### src/design/tlm_pkg.sv
`timescale 1ns / 1ps
// Shared types and constants for the top-k list merge block.
// No dependencies; used by every module of the block but tlm_ram.
package tlm_pkg;

   localparam int ID_W        = 32;
   localparam int CNT_W       = 32;
   localparam int ENTRY_W     = ID_W + CNT_W;
   localparam int TOPK_W      = 7;
   localparam int MAX_TOPK_DEF = 16;
   localparam int CSR_ADDR_W  = 3;
   localparam int CSR_DATA_W  = 32;

   localparam logic [ID_W-1:0]   PAD_ID     = {ID_W{1'b1}};
   localparam logic [TOPK_W-1:0] TOPK_RESET = TOPK_W'(16);

   // register index of topk_in_use (byte address = 4 * index)
   localparam logic REG_TOPK_IN_USE = 1'b0;

   // merge command passed from the load side to the merge engine
   typedef struct packed {
      logic [TOPK_W-1:0] loaded;   // pairs stored in this run
      logic [TOPK_W-1:0] k;        // results to emit, already clamped
   } merge_cmd_type;

   typedef enum logic {
      MERGE_IDLE,
      MERGE_RUN
   } merge_state_type;

endpackage

### src/design/tlm_ram.sv
`timescale 1ns / 1ps
// Generic single-write, single-read RAM with registered read data.
// No dependencies.
module tlm_ram #(
   parameter int WIDTH = 64,
   parameter int DEPTH = 16,
   localparam int AW = (DEPTH > 1) ? $clog2(DEPTH) : 1
) (
   input  logic             clock,
   input  logic             wr_en,
   input  logic [AW-1:0]    wr_addr,
   input  logic [WIDTH-1:0] wr_data,
   input  logic [AW-1:0]    rd_addr,
   output logic [WIDTH-1:0] rd_data
);

   logic [WIDTH-1:0] mem [DEPTH];
   logic [WIDTH-1:0] rd_data_ff;

   always_ff @(posedge clock) begin
      if (wr_en) begin
         mem[wr_addr] <= wr_data;
      end
      rd_data_ff <= mem[rd_addr];
   end

   assign rd_data = rd_data_ff;

endmodule

### src/design/tlm_cmd_fifo.sv
`timescale 1ns / 1ps
// Two-entry queue of merge commands between the load side and the merge engine.
// Depends on tlm_pkg.
module tlm_cmd_fifo (
   input  logic                   clock,
   input  logic                   reset,
   input  logic                   push,
   input  tlm_pkg::merge_cmd_type push_cmd,
   input  logic                   pop,
   output logic                   cmd_valid,
   output tlm_pkg::merge_cmd_type cmd
);
   import tlm_pkg::*;

   merge_cmd_type slot_ff [2];
   logic          wr_ptr_ff, wr_ptr_in;
   logic          rd_ptr_ff, rd_ptr_in;
   logic [1:0]    cnt_ff, cnt_in;
   logic          do_push, do_pop;

   assign do_push = push && (cnt_ff != 2'd2);
   assign do_pop  = pop && (cnt_ff != 2'd0);

   always_comb begin
      wr_ptr_in = do_push ? ~wr_ptr_ff : wr_ptr_ff;
      rd_ptr_in = do_pop ? ~rd_ptr_ff : rd_ptr_ff;
      cnt_in    = cnt_ff + {1'b0, do_push} - {1'b0, do_pop};
   end

   always_ff @(posedge clock) begin
      if (reset) begin
         wr_ptr_ff <= 1'b0;
         rd_ptr_ff <= 1'b0;
         cnt_ff    <= 2'd0;
      end else begin
         wr_ptr_ff <= wr_ptr_in;
         rd_ptr_ff <= rd_ptr_in;
         cnt_ff    <= cnt_in;
      end
   end

   always_ff @(posedge clock) begin
      if (do_push) begin
         slot_ff[wr_ptr_ff] <= push_cmd;
      end
   end

   assign cmd_valid = (cnt_ff != 2'd0);
   assign cmd       = slot_ff[rd_ptr_ff];

endmodule

### src/design/tlm_front.sv
`timescale 1ns / 1ps
// Load side: accepts entry pairs, writes both lists and issues merge commands.
// Depends on tlm_pkg.
module tlm_front #(
   parameter int MAX_TOPK = tlm_pkg::MAX_TOPK_DEF,
   localparam int AW = (MAX_TOPK > 1) ? $clog2(MAX_TOPK) : 1
) (
   input  logic                        clock,
   input  logic                        reset,
   input  logic                        req_valid,
   output logic                        req_stall,
   input  logic [tlm_pkg::ID_W-1:0]    req_self_id,
   input  logic [tlm_pkg::CNT_W-1:0]   req_self_count,
   input  logic [tlm_pkg::ID_W-1:0]    req_recv_id,
   input  logic [tlm_pkg::CNT_W-1:0]   req_recv_count,
   input  logic                        req_last_entry,
   input  logic [tlm_pkg::TOPK_W-1:0]  topk_in_use,
   input  logic                        merge_done,
   output logic                        wr_en,
   output logic [AW-1:0]               wr_addr,
   output logic [tlm_pkg::ENTRY_W-1:0] self_wr_data,
   output logic [tlm_pkg::ENTRY_W-1:0] recv_wr_data,
   output logic                        cmd_push,
   output tlm_pkg::merge_cmd_type      cmd
);
   import tlm_pkg::*;

   localparam int PW = $clog2(MAX_TOPK + 1);

   logic [PW-1:0] load_ff, load_in;
   logic          lock_ff, lock_in;
   logic          accept;
   logic [PW-1:0] loaded;

   assign req_stall = lock_ff;
   assign accept    = req_valid && !req_stall;

   assign wr_en        = accept && (load_ff < PW'(MAX_TOPK));
   assign wr_addr      = load_ff[AW-1:0];
   assign self_wr_data = {req_self_id, req_self_count};
   assign recv_wr_data = {req_recv_id, req_recv_count};
   assign loaded       = wr_en ? load_ff + PW'(1) : load_ff;

   assign cmd_push   = accept && req_last_entry;

   // pass the loaded count on, clamp k into 1..MAX_TOPK
   always_comb begin
      cmd.loaded = TOPK_W'(loaded);
      priority if (topk_in_use == '0) begin
         cmd.k = TOPK_W'(1);
      end else if (topk_in_use > TOPK_W'(MAX_TOPK)) begin
         cmd.k = TOPK_W'(MAX_TOPK);
      end else begin
         cmd.k = topk_in_use;
      end
   end

   always_comb begin
      load_in = load_ff;
      lock_in = lock_ff;
      if (cmd_push) begin
         load_in = '0;
         lock_in = 1'b1;
      end else if (wr_en) begin
         load_in = loaded;
      end
      if (merge_done) begin
         lock_in = 1'b0;
      end
   end

   always_ff @(posedge clock) begin
      if (reset) begin
         load_ff <= '0;
         lock_ff <= 1'b0;
      end else begin
         load_ff <= load_in;
         lock_ff <= lock_in;
      end
   end

endmodule

### src/design/tlm_back.sv
`timescale 1ns / 1ps
// Merge engine: walks both list heads, emits one result per cycle unless stalled.
// Depends on tlm_pkg; reads the list RAMs instantiated at the top level.
module tlm_back #(
   parameter int MAX_TOPK = tlm_pkg::MAX_TOPK_DEF,
   localparam int AW = (MAX_TOPK > 1) ? $clog2(MAX_TOPK) : 1
) (
   input  logic                        clock,
   input  logic                        reset,
   input  logic                        cmd_valid,
   input  tlm_pkg::merge_cmd_type      cmd,
   output logic                        cmd_pop,
   output logic [AW-1:0]               self_rd_addr,
   output logic [AW-1:0]               recv_rd_addr,
   input  logic [tlm_pkg::ENTRY_W-1:0] self_rd_data,
   input  logic [tlm_pkg::ENTRY_W-1:0] recv_rd_data,
   output logic                        merge_done,
   output logic                        rsp_valid,
   input  logic                        rsp_stall,
   output logic [tlm_pkg::ID_W-1:0]    rsp_merged_id,
   output logic [tlm_pkg::CNT_W-1:0]   rsp_merged_count,
   output logic                        rsp_last_result
);
   import tlm_pkg::*;

   localparam int PW = $clog2(MAX_TOPK + 1);

   merge_state_type state_ff, state_in;
   logic [PW-1:0]   ps_ff, ps_in, pr_ff, pr_in, pos_ff, pos_in;
   logic [PW-1:0]   loaded_ff, loaded_in, k_ff, k_in;
   logic            rsp_valid_ff, rsp_valid_in;
   logic [ID_W-1:0]  id_ff, id_in;
   logic [CNT_W-1:0] count_ff, count_in;
   logic            last_ff, last_in;

   logic [ID_W-1:0]  s_id, r_id, pick_id;
   logic [CNT_W-1:0] s_cnt, r_cnt, pick_cnt;
   logic            s_pad, r_pad, recv_first, pick_pad;
   logic            out_free, step, last_pos;

   assign s_id  = self_rd_data[ENTRY_W-1:CNT_W];
   assign s_cnt = self_rd_data[CNT_W-1:0];
   assign r_id  = recv_rd_data[ENTRY_W-1:CNT_W];
   assign r_cnt = recv_rd_data[CNT_W-1:0];

   // positions past the loaded pairs read as pads
   assign s_pad = (ps_ff >= loaded_ff) || (s_id == PAD_ID);
   assign r_pad = (pr_ff >= loaded_ff) || (r_id == PAD_ID);
   assign recv_first = !r_pad && (s_pad || (r_cnt > s_cnt));

   assign pick_pad = recv_first ? r_pad : s_pad;
   assign pick_id  = recv_first ? r_id : s_id;
   assign pick_cnt = recv_first ? r_cnt : s_cnt;

   assign out_free = !rsp_valid_ff || !rsp_stall;
   assign step     = (state_ff == MERGE_RUN) && out_free;
   assign last_pos = (pos_ff + PW'(1)) == k_ff;

   // next state
   always_comb begin
      state_in = state_ff;
      unique case (state_ff)
         MERGE_IDLE: if (cmd_valid) state_in = MERGE_RUN;
         MERGE_RUN:  if (step && last_pos) state_in = MERGE_IDLE;
         default:    state_in = MERGE_IDLE;
      endcase
   end

   // control outputs
   always_comb begin
      cmd_pop    = 1'b0;
      merge_done = 1'b0;
      unique case (state_ff)
         MERGE_IDLE: cmd_pop = cmd_valid;
         MERGE_RUN:  merge_done = step && last_pos;
         default:    cmd_pop = 1'b0;
      endcase
   end

   // pointers; the RAMs read at the next pointer so heads track ps_ff/pr_ff
   always_comb begin
      ps_in     = ps_ff;
      pr_in     = pr_ff;
      pos_in    = pos_ff;
      loaded_in = loaded_ff;
      k_in      = k_ff;
      if (state_ff == MERGE_IDLE) begin
         ps_in  = '0;
         pr_in  = '0;
         pos_in = '0;
         if (cmd_pop) begin
            loaded_in = PW'(cmd.loaded);
            k_in      = PW'(cmd.k);
         end
      end else if (step) begin
         ps_in  = recv_first ? ps_ff : ps_ff + PW'(1);
         pr_in  = recv_first ? pr_ff + PW'(1) : pr_ff;
         pos_in = pos_ff + PW'(1);
      end
   end

   assign self_rd_addr = ps_in[AW-1:0];
   assign recv_rd_addr = pr_in[AW-1:0];

   // output word register
   always_comb begin
      rsp_valid_in = rsp_valid_ff;
      id_in        = id_ff;
      count_in     = count_ff;
      last_in      = last_ff;
      if (out_free) begin
         rsp_valid_in = step;
         id_in        = pick_pad ? PAD_ID : pick_id;
         count_in     = pick_pad ? '0 : pick_cnt;
         last_in      = last_pos;
      end
   end

   always_ff @(posedge clock) begin
      if (reset) begin
         state_ff     <= MERGE_IDLE;
         rsp_valid_ff <= 1'b0;
         ps_ff        <= '0;
         pr_ff        <= '0;
         pos_ff       <= '0;
      end else begin
         state_ff     <= state_in;
         rsp_valid_ff <= rsp_valid_in;
         ps_ff        <= ps_in;
         pr_ff        <= pr_in;
         pos_ff       <= pos_in;
      end
   end

   always_ff @(posedge clock) begin
      loaded_ff <= loaded_in;
      k_ff      <= k_in;
      id_ff     <= id_in;
      count_ff  <= count_in;
      last_ff   <= last_in;
   end

   assign rsp_valid        = rsp_valid_ff;
   assign rsp_merged_id    = id_ff;
   assign rsp_merged_count = count_ff;
   assign rsp_last_result  = last_ff;

endmodule

### src/design/topk_list_merge_top.sv
`timescale 1ns / 1ps
// Top level of the top-k list merge block: config register, list RAMs, load side,
// command queue, merge engine. Uses tlm_pkg and all tlm_ modules but tlm_checker.
//
// Usage:
//   Request channel (req_*): one word per list position, carrying entry i of
//   the local list and entry i of the received list, both sorted by count
//   high to low. Words without last_entry just store the pair (one per cycle
//   while req_stall is low); pairs beyond MAX_TOPK are dropped. The word with
//   last_entry stores its pair and launches a merge.
//   Response channel (rsp_*): k words, best count first, local entry wins ties,
//   pads (id all ones) rank below real entries and come out as id all ones,
//   count zero. last_result marks the k-th word. k is topk_in_use clamped
//   to 1..MAX_TOPK.
//   Timing: the last_entry word pushes a merge command into the queue; the
//   merge engine pops it and starts, and its first result word enters the
//   output register, then one result per cycle while rsp_stall is low, paced
//   by the single read port of each list RAM. req_stall stays high from the
//   last_entry word until the final result enters the output register.
//   Receiver stall: the output register holds its word and the merge freezes
//   in place; nothing is lost.
//   Reset: clears the load position, the queue, the merge engine and the
//   output valid, and sets topk_in_use to 16. List contents are not cleared;
//   positions not loaded in the current run read as pads.
//   CSR: APB, topk_in_use at byte addresses 0 to 3; addresses 4 to 7 read zero
//   and ignore writes. pready is always high.
module topk_list_merge_top #(
   parameter int MAX_TOPK = tlm_pkg::MAX_TOPK_DEF
) (
   input  logic                           clock,
   input  logic                           reset,
   // request words
   input  logic                           req_valid,
   output logic                           req_stall,
   input  logic [tlm_pkg::ID_W-1:0]       req_self_id,
   input  logic [tlm_pkg::CNT_W-1:0]      req_self_count,
   input  logic [tlm_pkg::ID_W-1:0]       req_recv_id,
   input  logic [tlm_pkg::CNT_W-1:0]      req_recv_count,
   input  logic                           req_last_entry,
   // response words
   output logic                           rsp_valid,
   input  logic                           rsp_stall,
   output logic [tlm_pkg::ID_W-1:0]       rsp_merged_id,
   output logic [tlm_pkg::CNT_W-1:0]      rsp_merged_count,
   output logic                           rsp_last_result,
   // APB configuration
   input  logic                           psel,
   input  logic                           penable,
   input  logic                           pwrite,
   input  logic [tlm_pkg::CSR_ADDR_W-1:0] paddr,
   input  logic [tlm_pkg::CSR_DATA_W-1:0] pwdata,
   output logic [tlm_pkg::CSR_DATA_W-1:0] prdata,
   output logic                           pready
);
   import tlm_pkg::*;

   localparam int AW = (MAX_TOPK > 1) ? $clog2(MAX_TOPK) : 1;

   logic [TOPK_W-1:0] topk_ff, topk_in;
   logic              csr_wr, csr_hit;

   logic              wr_en;
   logic [AW-1:0]     wr_addr;
   logic [ENTRY_W-1:0] self_wr_data, recv_wr_data;
   logic [AW-1:0]     self_rd_addr, recv_rd_addr;
   logic [ENTRY_W-1:0] self_rd_data, recv_rd_data;
   logic              cmd_push, cmd_pop, cmd_valid, merge_done;
   merge_cmd_type     push_cmd, head_cmd;

   // config register; register index is paddr[2]
   assign pready  = 1'b1;
   assign csr_hit = (paddr[2] == REG_TOPK_IN_USE);
   assign csr_wr  = psel && penable && pwrite && pready && csr_hit;
   assign topk_in = csr_wr ? pwdata[TOPK_W-1:0] : topk_ff;
   assign prdata  = csr_hit ? CSR_DATA_W'(topk_ff) : '0;

   always_ff @(posedge clock) begin
      if (reset) begin
         topk_ff <= TOPK_RESET;
      end else begin
         topk_ff <= topk_in;
      end
   end

   tlm_front #(.MAX_TOPK(MAX_TOPK)) u_front (
      .clock          (clock),
      .reset          (reset),
      .req_valid      (req_valid),
      .req_stall      (req_stall),
      .req_self_id    (req_self_id),
      .req_self_count (req_self_count),
      .req_recv_id    (req_recv_id),
      .req_recv_count (req_recv_count),
      .req_last_entry (req_last_entry),
      .topk_in_use    (topk_ff),
      .merge_done     (merge_done),
      .wr_en          (wr_en),
      .wr_addr        (wr_addr),
      .self_wr_data   (self_wr_data),
      .recv_wr_data   (recv_wr_data),
      .cmd_push       (cmd_push),
      .cmd            (push_cmd)
   );

   // local list
   tlm_ram #(.WIDTH(ENTRY_W), .DEPTH(MAX_TOPK)) u_self_ram (
      .clock   (clock),
      .wr_en   (wr_en),
      .wr_addr (wr_addr),
      .wr_data (self_wr_data),
      .rd_addr (self_rd_addr),
      .rd_data (self_rd_data)
   );

   // received list
   tlm_ram #(.WIDTH(ENTRY_W), .DEPTH(MAX_TOPK)) u_recv_ram (
      .clock   (clock),
      .wr_en   (wr_en),
      .wr_addr (wr_addr),
      .wr_data (recv_wr_data),
      .rd_addr (recv_rd_addr),
      .rd_data (recv_rd_data)
   );

   tlm_cmd_fifo u_cmd_fifo (
      .clock     (clock),
      .reset     (reset),
      .push      (cmd_push),
      .push_cmd  (push_cmd),
      .pop       (cmd_pop),
      .cmd_valid (cmd_valid),
      .cmd       (head_cmd)
   );

   tlm_back #(.MAX_TOPK(MAX_TOPK)) u_back (
      .clock            (clock),
      .reset            (reset),
      .cmd_valid        (cmd_valid),
      .cmd              (head_cmd),
      .cmd_pop          (cmd_pop),
      .self_rd_addr     (self_rd_addr),
      .recv_rd_addr     (recv_rd_addr),
      .self_rd_data     (self_rd_data),
      .recv_rd_data     (recv_rd_data),
      .merge_done       (merge_done),
      .rsp_valid        (rsp_valid),
      .rsp_stall        (rsp_stall),
      .rsp_merged_id    (rsp_merged_id),
      .rsp_merged_count (rsp_merged_count),
      .rsp_last_result  (rsp_last_result)
   );

endmodule

### config.mk
export PLATFORM = sky130hd
export DESIGN_NAME = topk_list_merge_top
export DESIGN_NICKNAME = d
export VERILOG_FILES = /design/src/design/tlm_pkg.sv /design/src/design/tlm_ram.sv /design/src/design/tlm_cmd_fifo.sv /design/src/design/tlm_front.sv /design/src/design/tlm_back.sv /design/src/design/topk_list_merge_top.sv
export SDC_FILE = /design/constraint.sdc
export NUM_CORES = 2
export LEC_CHECK = 0
export BUFFER_PORTS_ARGS = -buffer_cell sky130_fd_sc_hd__buf_2
export CAP_MARGIN = 5
export CORE_AREA = 4 4 564 622
export CTS_BUF_LIST = sky130_fd_sc_hd__clkbuf_4 sky130_fd_sc_hd__clkbuf_8
export CTS_CLUSTER_DIAMETER = 80
export DETAILED_ROUTE_END_ITERATION = 10
export DIE_AREA = 0 0 568 626
export PLACE_DENSITY = 0.37
export SYNTH_ARGS = -nofsm -noshare
export SYNTH_HDL_FRONTEND = slang
export SYNTH_SLANG_ARGS = --single-unit
export TNS_END_PERCENT = 1
### constraint.sdc
create_clock -name clock -period 17.3 [get_ports clock]
set_clock_uncertainty 0.15 [all_clocks]
set_input_delay 5.19 -clock clock [delete_from_list [all_inputs] [get_ports clock]]
set_output_delay 5.19 -clock clock [all_outputs]
set_load 0.02 [all_outputs]
==> results.yml <==
power:
  power_switching_w: 0.00365
  leakagePower_nw: 32.2
  powerDensity_nw_per_um2: 136
  p_int_w: 0.0100
  swShare_pct: 26.6
  pwr-share-seq_pct: 48.6
  vdd_drop_max_mv: 0.0980
  power_w: 0.0137
  p_clk_share_pct: 36.4
  combPwrFrac_pct: 15.0
job:
  cap_viol_max_count: 0
clock_network:
  h-tree-depth: 5
  worstSkewPairLatency_ns: 0.99
  clockBufferDepth: 4
  clk_pin_slew_ns: 0.06
  cts_resized: 0
  cts.sinks: 2305
  hold_buffers: 0
  cts_buffers: 383
  tritoncts: "built"
  clockRootBuffer: "clkbuf_8"
  postCtsSetupBuffers: 0
cells_and_area:
  postLayoutCoreUtil_pct: 29.3
  num-nets-final: 4669
  final_cells: 9349
  syn2layout_area_growth_pct: 17.3
  drive_gt1_share_pct: 32.0
worst_setup_path:
  crit_path_end_kind: "primary output"
  cp.arrival_ns: 5.60
  rrSetupSlack_ns: 10.24
  r2r_cells: 17
  path_class: "primary input to primary output"
  worstSetupStartpointType: "primary input"
  cp.required_ns: 11.96
  critPathMaxFanout: 8
  crit_start: "paddr[2]"
  reg2reg_from: "u_self_ram.rd_data[31]"
timing:
  period_share_pct: 63.3
  setup_slack_ns: 6.36
  setup_viol: 0
  final.setup.tns_ns: 0
  slew-limit-headroom_pct: 27.7
  period_minus_slack_ns: 10.94
  worst_slew_pin_slew_ns: 1.08
  hold_viol_final: 0
  clock.fmax_ghz: 0.0914
  rsz0062_at_grt: "no"
  drv_slew: 0
global_route:
  grt_max_degree: 100
  grt_pass1_vias: 44200
  grt_use_met2_pct: 23.6
  grt.overflow.total: 0
  grt_use_total_pct: 13.8
  antenna_found_initial: 79
  grt_first_pass_wirelength_um: 349000
  busiest_layer: "met2"
  grtUsageMet3_pct: 2.71
  grt_util_met1_pct: 17.7
hold_path:
  hold_path.class: "flop to flop"
  whs_path_depth: 2
  hold_start: "u_back.pos_ff[1]"
drt:
  wl_per_cell_um: 26.7
  routed_via_density: 4.40
  final_antenna_net_count: 0
  drcViolationCount: 0
  via_count: 41100
  drtIter0Drc: 2499
  firstDrtPassIters: 5
  routed_wl_um: 250000
synth:
  ys_seq_area_share_pct: 78.7
  ys.flop_type: "edfxtp_1"
  ys_warn_count: 0
  synth_area_um2: 85900
  synth_edf_count: 2143
  syn-mean-instance-area_um2: 21.8
  ys_ff_latch: 2305
  async_flop_share_pct: 0
  synthDistinctLibCells: 50
  syn-instance-count: 3945
placement:
  dp_hpwl_um: 135000
  preCtsSetupSlack_ns: 6.34
  place.port_buffers: 217
  gp_congestion: 0.704
  dp_cells: 8622
die:
  rows: 226
  initial_utilization_pct: 25.0
  core_um2: 344000
  die_h_um: 626
  die_area_um2: 356000
  die_width_um: 568
  num_io_pins: 271
run_status:
  status: "complete, no violations"
[cell families after synthesis]
group | Yosys count | synth area share (%)
AO/OA/AOI/OAI | 350 | 3.00
AND/OR/NAND/NOR | 416 | 2.14
adder cells (fa/ha/maj) | 51 | 0.743
flip-flops | 2305 | 78.7
multiplexers | 528 | 13.6
XOR/XNOR | 19 | 0.194
buffers and inverters | 274 | 1.62
other | 2 | 0.00874
[cell usage after synthesis (all sizes together), types with 6 or more instances]
| library cell | count | share of area [%] |
|---|---|---|
| xor2 | 7 | 0.071 |
| buf | 158 | 1.1 |
| o31ai | 32 | 0.30 |
| mux2 | 10 | 0.13 |
| nor2b | 22 | 0.16 |
| a22oi | 256 | 2.2 |
| mux4 | 512 | 13 |
| nand4 | 27 | 0.20 |
| and2 | 7 | 0.051 |
| xnor2 | 12 | 0.12 |
| nor2 | 41 | 0.18 |
| a21oi | 21 | 0.14 |
| dfxtp | 162 | 3.8 |
| nand3 | 43 | 0.25 |
| nand2 | 241 | 1.1 |
| mux2i | 6 | 0.070 |
| o21ai | 15 | 0.087 |
| ha | 51 | 0.74 |
| inv | 49 | 0.21 |
| nor4 | 11 | 0.080 |
| clkbuf | 67 | 0.29 |
| nor3 | 11 | 0.064 |
| edfxtp | 2143 | 75 |
[layer usage]
metal  vias to the layer above  part of all wire (%)
met5                         -                 0.056
met2                       933                    50
met4                        24                   2.6
met1                     22200                    43
li1                      17500                     -
met3                       424                   4.7
[power by group through the flow]
stage | registers, W | clock network, W | logic, W
6_report | 0.00665 | 0.00498 | 0.00205
4_1_cts | 0.00666 | 0.00519 | 0.00213
3_5_place_dp | 0.00677 | 0 | 0.00213
2_1_floorplan | 0.00671 | 0 | 0.00133
5_1_grt | 0.00667 | 0.00546 | 0.00225
3_3_place_gp | 0.00678 | 0 | 0.00214
[per-stage QoR]
step	area, um2	hold WS, ns
after CTS	101000	0.343
final	101000	0.343
after global placement	92700	0.333
after floorplan	86000	0.302
after global routing	101000	0.360
after detailed placement	92700	0.330
[final cells by class]
| type | instances | area (um2) |
|---|---|---|
| multi-input combinational | 1390 | 17300 |
| antenna | 26 | 65.1 |
| timing repair buffer | 318 | 1980 |
| sequential | 2305 | 67600 |
| fill | 33700 | 243000 |
| clock inverter | 114 | 843 |
| clock buffer | 587 | 7110 |
| tap | 4560 | 5710 |
| inverter | 49 | 186 |
[registers in the layout, summed over array words and instances (netlist names), 2 cells and up]
register                 cells
u_cmd_fifo.cnt_ff            2
u_recv_ram.rd_data          64
u_back.pos_ff                5
u_back.k_ff                  5
u_cmd_fifo.slot_ff          20
u_back.pr_ff                 5
u_front.load_ff              5
u_self_ram.mem            1024
u_self_ram.rd_data          64
topk_ff                      7
u_back.rsp_merged_id        32
u_recv_ram.mem            1024
u_back.loaded_ff             5
u_back.ps_ff                 5
u_back.rsp_merged_count     32
[worst paths after layout]
path	to
worst max-delay path	prdata[3]
worst min-delay path	u_back.pos_ff[1]
worst max register to register	u_recv_ram.rd_data[32]
worst min register to register	u_back.pos_ff[1]
[layout by cell type, fill, tap and decap left out, types with 11 or more instances in the layout]
master     netlist  final
diode_2          0     26
clkinv_1         0     56
ha_1            51     51
buf_2           83    217
nand2_1        241    241
nor2_1          41     27
conb_1           2     26
nor2_4           0     14
nor2b_1         22     18
nand4_1         27     27
dfxtp_1        162    162
clkinv_2         0     33
edfxtp_1      2143   2143
buf_4           66     90
a21oi_1         18     18
o31ai_1         31     30
bufinv_16        0     12
nand3_1         43     43
a22oi_1        256    256
clkbuf_4         0    155
inv_1           49     48
clkbuf_8         0    432
buf_12           0     11
mux4_2         512    512
xnor2_1         12     12
[critical path: stages]
cell,delay (ns)
buf_2,0.14
nor2b_1,0.11
buf_2,0.17
(Power assumes the default switching activity.)
